### src/rtl/csdo_pkg.sv
// csdo_pkg: shared types and constants of the cursor shape decode and overlay block.
// No dependencies; imported by the controller, the datapath and the top level.
`timescale 1ns / 1ps

package csdo_pkg;

   // Field and register widths
   localparam int OP_W       = 2;
   localparam int TBL_W      = 4;
   localparam int PIX_W      = 8;
   localparam int COORD_W    = 12;
   localparam int SCR_W      = 13;
   localparam int HOT_W      = 6;
   localparam int DIM_W      = 7;
   localparam int CSR_IDX_W  = 3;
   localparam int CSR_DATA_W = 13;
   // Signed geometry width: holds hotspot-shifted edges and the viewport size
   localparam int GW         = 15;

   localparam int REMAP_ENTRIES = 16;

   // Opcodes
   localparam logic [OP_W-1:0] OP_START = 2'd0;
   localparam logic [OP_W-1:0] OP_TABLE = 2'd1;
   localparam logic [OP_W-1:0] OP_SHAPE = 2'd2;
   localparam logic [OP_W-1:0] OP_QUERY = 2'd3;

   // Register indexes
   localparam logic [CSR_IDX_W-1:0] CSR_SCREEN_WIDTH  = 3'd0;
   localparam logic [CSR_IDX_W-1:0] CSR_SCREEN_HEIGHT = 3'd1;
   localparam logic [CSR_IDX_W-1:0] CSR_HOT_X         = 3'd2;
   localparam logic [CSR_IDX_W-1:0] CSR_HOT_Y         = 3'd3;
   localparam logic [CSR_IDX_W-1:0] CSR_SHAPE_WIDTH   = 3'd4;
   localparam logic [CSR_IDX_W-1:0] CSR_SHAPE_HEIGHT  = 3'd5;
   localparam logic [CSR_IDX_W-1:0] CSR_REMAP_ENABLE  = 3'd6;

   // Register reset values
   localparam logic [SCR_W-1:0] RST_SCREEN_WIDTH  = 13'd640;
   localparam logic [SCR_W-1:0] RST_SCREEN_HEIGHT = 13'd400;
   localparam logic [HOT_W-1:0] RST_HOT           = 6'd0;
   localparam logic [DIM_W-1:0] RST_SHAPE_DIM     = 7'd64;

   // Controller to datapath commands
   typedef struct packed {
      logic accept;     // item taken this cycle
      logic geo_edge;   // compute shape edges on screen
      logic geo_clip;   // clip, test position, form row/column offsets
      logic rd_issue;   // read image at row * pitch + column
      logic capture;    // latch composited pixel
      logic run_step;   // store one transparent pixel of a zero run
   } ctrl_cmd_type;

   // Datapath to controller status
   typedef struct packed {
      logic is_query;   // request is a pixel query
      logic run_go;     // request starts a nonempty zero run
      logic run_last;   // last pixel of the current run
   } ctrl_status_type;

endpackage

### src/rtl/csdo_ctrl.sv
// csdo_ctrl: sequencer of the cursor block; steps queries and zero runs.
// Depends on csdo_pkg for the command and status structs.
`timescale 1ns / 1ps

module csdo_ctrl import csdo_pkg::*; (
   input  logic            clock,
   input  logic            reset,
   input  logic            start,
   input  ctrl_status_type status,
   output ctrl_cmd_type    cmd,
   output logic            busy,
   output logic            rsp_valid
);

   typedef enum logic [2:0] {
      ST_IDLE,
      ST_Q_EDGE,
      ST_Q_CLIP,
      ST_Q_ADDR,
      ST_Q_DATA,
      ST_RUN,
      ST_RESP
   } state_type;

   state_type state_ff, state_in;
   logic      busy_ff;
   logic      rsp_valid_ff;

   always_comb begin
      state_in = state_ff;
      unique case (state_ff)
         ST_IDLE: begin
            if (start) begin
               if (status.is_query) begin
                  state_in = ST_Q_EDGE;
               end else if (status.run_go) begin
                  state_in = ST_RUN;
               end else begin
                  state_in = ST_RESP;
               end
            end
         end
         ST_Q_EDGE: state_in = ST_Q_CLIP;
         ST_Q_CLIP: state_in = ST_Q_ADDR;
         ST_Q_ADDR: state_in = ST_Q_DATA;
         ST_Q_DATA: state_in = ST_RESP;
         ST_RUN: begin
            if (status.run_last) begin
               state_in = ST_RESP;
            end
         end
         ST_RESP: state_in = ST_IDLE;
         default: state_in = ST_IDLE;
      endcase
   end

   always_ff @(posedge clock) begin
      if (reset) begin
         state_ff     <= ST_IDLE;
         busy_ff      <= 1'b0;
         rsp_valid_ff <= 1'b0;
      end else begin
         state_ff     <= state_in;
         busy_ff      <= (state_in != ST_IDLE);
         rsp_valid_ff <= (state_in == ST_RESP);
      end
   end

   always_comb begin
      cmd          = '0;
      cmd.accept   = start && !busy_ff;
      cmd.geo_edge = (state_ff == ST_Q_EDGE);
      cmd.geo_clip = (state_ff == ST_Q_CLIP);
      cmd.rd_issue = (state_ff == ST_Q_ADDR);
      cmd.capture  = (state_ff == ST_Q_DATA);
      cmd.run_step = (state_ff == ST_RUN);
   end

   assign busy      = busy_ff;
   assign rsp_valid = rsp_valid_ff;

`ifndef ASSERT_OFF
   a_rsp_single: assert property (@(posedge clock) disable iff (reset)
      rsp_valid |=> !rsp_valid)
      else $error("result strobe held longer than one cycle");

   a_accept_busy: assert property (@(posedge clock) disable iff (reset)
      (start && !busy) |=> busy)
      else $error("accepted item did not raise busy");

   a_done_after_rsp: assert property (@(posedge clock) disable iff (reset)
      ($fell(busy) && !$past(reset)) |-> $past(rsp_valid))
      else $error("busy dropped without a result");
`endif

endmodule

### config.mk
export PLATFORM = sky130hd
export DESIGN_NAME = csdo_ctrl
export DESIGN_NICKNAME = d
export VERILOG_FILES = /design/src/rtl/csdo_pkg.sv /design/src/rtl/csdo_ctrl.sv
export SDC_FILE = /design/constraint.sdc
export NUM_CORES = 1
export LEC_CHECK = 0
export ABC_AREA = 1
export BUFFER_PORTS_ARGS = -buffer_cell sky130_fd_sc_hd__buf_2
export CORE_AREA = 4 4 41 43
export CTS_BUF_LIST = sky130_fd_sc_hd__clkbuf_2
export CTS_CLUSTER_SIZE = 8
export DETAILED_ROUTE_END_ITERATION = 16
export DIE_AREA = 0 0 45 47
export PLACE_DENSITY = 0.52
export RECOVER_POWER = 100
export SLEW_MARGIN = 20
export SYNTH_ARGS = -nofsm -noshare
export SYNTH_HDL_FRONTEND = slang
export SYNTH_SLANG_ARGS = --single-unit
### constraint.sdc
create_clock -name clock -period 1 [get_ports clock]
set_clock_uncertainty 0.1 [all_clocks]
set_input_delay 0.05 -clock clock [delete_from_list [all_inputs] [get_ports clock]]
set_output_delay 0.05 -clock clock [all_outputs]
set_load 0.05 [all_outputs]
Word level (Yosys, flattened, before mapping)
Index checks and enable logic that the tools add are counted.
Widths: inputs -> output; s select.
{"block": "op_classes", "n_shift": 0, "multipliers": 0, "n_bitwise": 0, "n_lt_le_gt_ge": 0, "add_sub_neg": 0, "n_div": 0, "mux": 5, "n_eq_ne": 6, "n_reduce_logical": 4}
{"operator": "$pmux 3 s6", "n": 1}
{"operator": "$eq 3x3->1 const B", "n": 3}
{"operator": "$mux 3", "n": 3}
{"operator": "$eq 3x2->1 const B", "n": 2}
{"operator": "$eq 3x1->1 const B", "n": 1}
{"operator": "$logic_not 3->1", "n": 1}
{"operator": "$reduce_bool 3->1", "n": 1}
{"operator": "$mux 2", "n": 1}
{"operator": "$logic_and 1x1->1", "n": 1}
{"operator": "$logic_not 1->1", "n": 1}
{"block": "word_totals", "output_inout_bits": 8, "ff_bits": 5, "input_bits": 6, "rom_bits": 0, "latchBits": 0, "ram_bits": 0, "word_cells": 18, "mem_count": 0}

Logic depth before layout (Yosys ltp)
Gate-level depths: netlist (run 1).
{"block": "logic_depth", "word_depth": 5, "depth_mapped": 8, "ltp_nobuf": 8}

Worst setup path after synthesis (run 1)
Ideal clock, no wire load.
{"block": "synth_timing", "path_type": "reg-to-output", "startpoint": "reg state_ff[0]", "endpoint": "out cmd[2] in the netlist's numbering", "arrival_time_ps": 1501, "slack_ps": -651, "stages_incl_launch_ff": 3, "required_ps": 850, "path_buffers": 0, "cell_sequence": "dfxtp_1 inv_1 nor3_1"}
{"item": "from (decl)", "line": "csdo_ctrl.sv:25", "text": "state_type state_ff, state_in;"}
{"item": "from (signal assigned)", "line": "csdo_ctrl.sv:63", "text": "state_ff <= state_in;"}
{"item": "to (decl)", "line": "csdo_ctrl.sv:10", "text": "output ctrl_cmd_type cmd,"}

==> results.md, run 1 <==
- Status: finished with violations
- Failing checks: setup timing
- Crit. End Element: output port
- Fmax: 0.807 GHz
- Routed Antenna Nets: 0
- Maxcap violations: 0
- Final Cycle Share: 124%
- Mean Syn Cell Area: 5.51 µm²
- Vias per cell: 4.33
- Share of cells above drive strength 1: 60.3%
- Worst-Skew Late Latency: 210 ps
- Rows: 13
- Routed WL per cell: 9.55 µm
- Initial Utilization: 22.9%
- Sw Pwr: 1.06 mW
- Critical path data required time: 850 ps
- Hold slack: 111 ps
- Synth area leader: dfxtp_1
- Critical path class: flop to output port
- Reg2reg setup slack: -210 ps
- Number of port buffers: 13
- Netlist cell types: 9
- Initial DRC count: 5
- Synth warn: 0
- I/O Pins: 14
- Net Sw Frac: 51.7%
- Final slew viol count: 0
- Final WL: 888 µm
- Post-route DRC violation count: 0
- Max Buffers Root-to-Sink: 2
- Top cells by area, synth: dfxtp_1, nand2_1, inv_1
- CORE AREA: 0.00130 mm²
- Synth Cell Area: 298 µm²
- Hold Fails Final Rpt: 0
- Fin crit period: 1240 ps
- Syn nets: 60
- Pwr Density: 3310 mW/mm²
- Hold Path Cell Cnt: 5
- # diodes: 0
- Clock slew at reported path FFs: 60 ps
- Global Route Usage Sum: 9.57%
- Comb power frac: 70.0%
- Total power: 2.05 mW
- Remaining global-route overflow: 0
- Sequential share of the synthesized area: 33.6%
- Die width: 45 µm
- Largest net degree at the start of global routing: 6
- Worst r2r path cells: 7
- Crit Path Max Fanout: 5
- Worst r2r src: state_ff[2]
- CTS Sinks: 5
- Setup WS pre-CTS: -191 ps
- Synth top area share: 33.6%
- TritonCTS buffer count: 3
- RSZ-0062 raised after global routing: true
- Worst flop-to-flop path endpoint: busy
- Relative slew slack: 81.5%
- Die ar.: 0.00212 mm²
- Nets: 85
- Slew @ Worst Pin: 278 ps
- Clk pwr share: 8.9%
- HP Class: input pin to flop
- Setup TNS: -1700 ps
- P&R area growth vs syn: 108%
- Min-delay src: status[0]
- Gpl congestion: 0.745
- Antenna violations before repair: 0
- Final setup violation count: 10
- CTS root buf: clkbuf_2
- LEAKAGE: 0.307 nW
- Die height: 47 µm
- Hold Crit Endpoint: state_ff[1]
- TritonRoute pass-1 iters: 4
- CTS tree: yes
- Synth Instances: 54
- Cell Int Power: 0.989 mW
- Seq cells post-synth: 5
- Sequential Power Share: 21.1%
- Worst EP arrival: 1090 ps
- Final Util: 47.6%
- First-pass GRT wire length: 1470 µm
- DR vias: 403
- Post-route setup slack: -240 ps
- Startpoint Class: flop
- VDD IR-drop max: 1310 µV
- Vias in the first global route: 379
- Placed wire-length estimate: 636 µm
- H-tree Lvls: 1
==> cells in the mapped netlist <==
cell type / n
nand2_1: 16
inv_2: 1
dfxtp_1: 5
o21ai_1: 1
nand3_1: 7
nor2_1: 10
nor3_1: 2
inv_1: 11
a21oi_1: 1
==> power by group through the flow <==
stage / clock, mW / sequential [mW] / combinational [mW]
final: 0.183 / 0.432 / 1.43
after CTS: 0.195 / 0.405 / 1.20
after global placement: 0 / 0.380 / 1.05
after global routing: 0.199 / 0.449 / 1.54
after floorplan: 0 / 0.483 / 0.654
after detailed placement: 0 / 0.381 / 1.05
==> metal layers <==
metal / up-vias / global-route usage (%) / wire, µm
li1: 210 / - / -
met1: 183 / 11.4 / 358
met2: 10 / 15.5 / 485
met3: 0 / 1.53 / 44
met4: 0 / 7.02 / 0
met5: - / 0 / 0
==> registers in the layout, indices dropped and copies added, names as in the netlist <==
register   flops
busy           1
rsp_valid      1
state_ff       3
==> what timing repair did <==
action                                 in CTS  in global routing
pin swaps                                   2                  5
resized for setup                          19                 19
setup endpoints to repair                  12                 11
hold buffers                                1                  0
endpoints found under the hold margin       1                  0
gates cloned                                0                  0
buffers inserted                            0                  1
==> kinds of logic after synthesis <==
group	after synthesis	synth area share [%]
compound gates	2	3.36
buf+inv	12	15.1
flops	5	33.6
simple gates	35	47.9
==> how the worst max path moves through the flow <==
stage | start | cells after the start | slack [ps] | to
6_report | state_ff[0] | 4 | -240 | cmd[2]
4_1_cts | state_ff[1] | 5 | -250 | cmd[4]
2_1_floorplan | state_ff[2] | 7 | -330 | busy
5_1_grt | state_ff[2] | 7 | -300 | busy
3_5_place_dp | state_ff[0] | 7 | -190 | busy
3_3_place_gp | state_ff[0] | 7 | -160 | busy
==> metrics by stage <==
| step | instances | area (µm²) |
|---|---|---|
| after floorplan | 54 | 338 |
| after global placement | 87 | 459 |
| after detailed placement | 87 | 459 |
| after CTS | 92 | 551 |
| after global routing | 93 | 619 |
| final | 93 | 619 |
==> cell usage in the layout, fill, tap and decap left out, drive strengths merged <==
master / Yosys / routed
nand3: 7 / 7
o21ai: 1 / 1
nor2: 10 / 10
buf: 0 / 18
dfxtp: 5 / 5
inv: 12 / 9
nor3: 2 / 2
nand2: 16 / 16
a21oi: 1 / 1
dlygate4sd3: 0 / 1
clkbuf: 0 / 5
clkinvlp: 0 / 3
==> cell type report <==
type / instances / area, µm²
multi-input cells: 37 / 226
flip-flops and latches: 5 / 111
clock buffers: 4 / 20.0
inverters: 12 / 63.8
repair buffers: 20 / 179
fillers: 134 / 682
well taps: 15 / 18.8
==> worst max-delay path, cell delays in order (launching register included) <==
cell	delay (ps)
dfxtp_4	390
inv_2	50
buf_6	110
nor3_4	150
buf_6	170
(Power assumes the default switching activity.)
==> inputs of run 2 (changes only) <==
BUFFER_PORTS_ARGS = default   (was -buffer_cell sky130_fd_sc_hd__buf_2)
CTS_BUF_LIST = sky130_fd_sc_hd__clkbuf_4 sky130_fd_sc_hd__clkbuf_8   (was sky130_fd_sc_hd__clkbuf_2)
DONT_BUFFER_PORTS = 1   (was default)
PLACE_DENSITY = 0.43   (was 0.52)
==> run 2 against run 1 <==
Compared with the run above:
- the run still ends with setup timing left
- clock power grew 37%
- via count grew 1.7%
- non-clock buffer count grew 2
- global-route usage grew 1.1 points
- cell area grew 14%
- wire length grew 8.8%
- flip-flop and latch count is the same
- sequential share of layout area shrank 2.2 points
- worst setup slack lost 54 ps
- combinational power grew 14%
- critical path depth grew 1
- critical path type unchanged
- largest cell class unchanged
==> results.md, run 2 (synthesis gave the netlist of run 1 again) <==
- Status: finished with violations
- Failing checks: setup timing
- First-pass GRT wire length: 1660 µm
- CTS tree: yes
- Worst-Skew Late Latency: 230 ps
- P&R area growth vs syn: 137%
- Largest net degree at the start of global routing: 6
- Vias in the first global route: 412
- # diodes: 0
- H-tree Lvls: 1
- Cell Int Power: 1.20 mW
- Die height: 47 µm
- Remaining global-route overflow: 0
- CTS root buf: clkbuf_4
- VDD IR-drop max: 1470 µV
- Worst EP arrival: 1140 ps
- Max Buffers Root-to-Sink: 2
- Final Cycle Share: 129%
- Initial DRC count: 2
- Hold Crit Endpoint: state_ff[0]
- Worst r2r path cells: 8
- Max reg flops: 3
- Worst r2r src: state_ff[1]
- Hold Fails Final Rpt: 0
- Critical path data required time: 850 ps
- Hold Path Cell Cnt: 3
- Gpl congestion: 0.700
- Most frequent cells in the layout: nand2_1, buf_4, nor2_1, buf_6, clkbuf_4
- Total power: 2.34 mW
- Routed WL per cell: 10.2 µm
- Critical Path Max Stage Delay: 390 ps
- Placed wire-length estimate: 656 µm
- CORE AREA: 0.00130 mm²
- Worst flop-to-flop path endpoint: busy
- Initial Utilization: 22.9%
- Vias per cell: 4.32
- Maxcap violations: 0
- DR vias: 410
- Rows: 13
- Routed Antenna Nets: 0
- Global Route Usage Sum: 10.7%
- Sw Pwr: 1.14 mW
- Crit. End Element: output port
- Min-delay src: status[0]
- Cells along the critical path: inv_4 -> nand3_4 -> clkinvlp_4 -> buf_6 -> buf_8
- Reg2reg setup slack: -200 ps
- Comb power frac: 69.9%
- Relative slew slack: 82.6%
- Setup WS pre-CTS: -181 ps
- Placed insts: 85
- Post-route insts no fill: 95
- Leading cell type in the layout, fill and taps excluded: nand2_1
- TritonRoute pass-1 iters: 4
- CTS Sinks: 5
- Die ar.: 0.00212 mm²
- Final WL: 966 µm
- Slew @ Worst Pin: 260 ps
- Family with the most delay on the worst path: buffers and inverters
- RSZ-0062 raised after global routing: true
- Final Util: 54.3%
- Net Sw Frac: 48.8%
- TritonCTS buffer count: 3
- Fmax: 0.773 GHz
- Nets: 87
- Buf/Inv on CP: 4
- Crit Path Max Fanout: 5
- Clock slew at reported path FFs: 40 ps
- Share of cells above drive strength 1: 61.3%
- Final setup violation count: 10
- CP max-delay cell: dfxtp_4
- Post-route DRC violation count: 0
- Sequential Power Share: 19.4%
- Die width: 45 µm
- Critical path class: flop to output port
- Pwr Density: 3310 mW/mm²
- Number of port buffers: 0
- Startpoint Class: flop
- Antenna violations before repair: 0
- Fin crit period: 1290 ps
- LEAKAGE: 0.328 nW
- HP Class: input pin to flop
- Clk pwr share: 10.7%
- I/O Pins: 14
- Post-route setup slack: -294 ps
- Largest reg by FF count: state_ff
- Final slew viol count: 0
[run 2: changes by cell type in the layout (fill, tap and decap cells not counted), sizes merged]
cell / before / now
dlygate4sd3: 1 / 4
clkbuf: 5 / 6
buf: 18 / 16
[run 2: through the flow]
step	setup TNS [ps]	hold WS (ps)	area (µm²)
finish	-2050	26.2	707
global route	-2600	51.9	707
CTS	-2060	16.0	687
detailed placement	-808	17.5	502
global placement	-756	18.8	502
floorplan	-1150	15.0	338
[run 2: cell type report]
class / instances / area (µm²)
clock buffers: 4 / 30.0
fillers: 134 / 594
inverters: 12 / 63.8
multi-input cells: 37 / 251
flip-flops and latches: 5 / 111
well taps: 15 / 18.8
repair buffers: 22 / 231
[run 2: how the worst max path moves through the flow]
stage	startpoint	endpoint	cells past startpoint
floorplan	state_ff[2]	busy	7
global placement	state_ff[0]	busy	7
detailed placement	state_ff[0]	busy	7
CTS	state_ff[1]	cmd[2]	4
global route	state_ff[1]	cmd[2]	4
finish	state_ff[2]	cmd[3]	5
[run 2: worst register-to-register path: cells and delay by family (launching register included)]
| kind | cells | cell delay [ps] |
|---|---|---|
| DFF | 1 | 370 |
| and+or+nand+nor | 6 | 360 |
| buffers and inverters | 2 | 260 |
[run 2: power groups by stage]
stage | Sequential (mW) | Combinational (mW) | Clock [mW]
floorplan | 0.483 | 0.654 | 0
global placement | 0.388 | 1.21 | 0
detailed placement | 0.388 | 1.21 | 0
CTS | 0.448 | 1.57 | 0.261
global route | 0.464 | 1.76 | 0.264
finish | 0.454 | 1.63 | 0.250
[run 2: timing repair]
item | 4_1_cts | 5_1_grt
pin swaps | 6 | 6
hold buffers | 4 | 0
setup endpoints to repair | 10 | 11
resized for setup | 27 | 9
buffers inserted | 2 | 0
hold endpoints to repair | 5 | 0
[run 2: routing by layer]
metal	wire (µm)	up-vias	GRT usage (%)
met2	515	10	19.5
met5	0	-	0
met3	59	0	1.15
met1	391	181	12.3
met4	0	0	5.26
li1	-	219	-
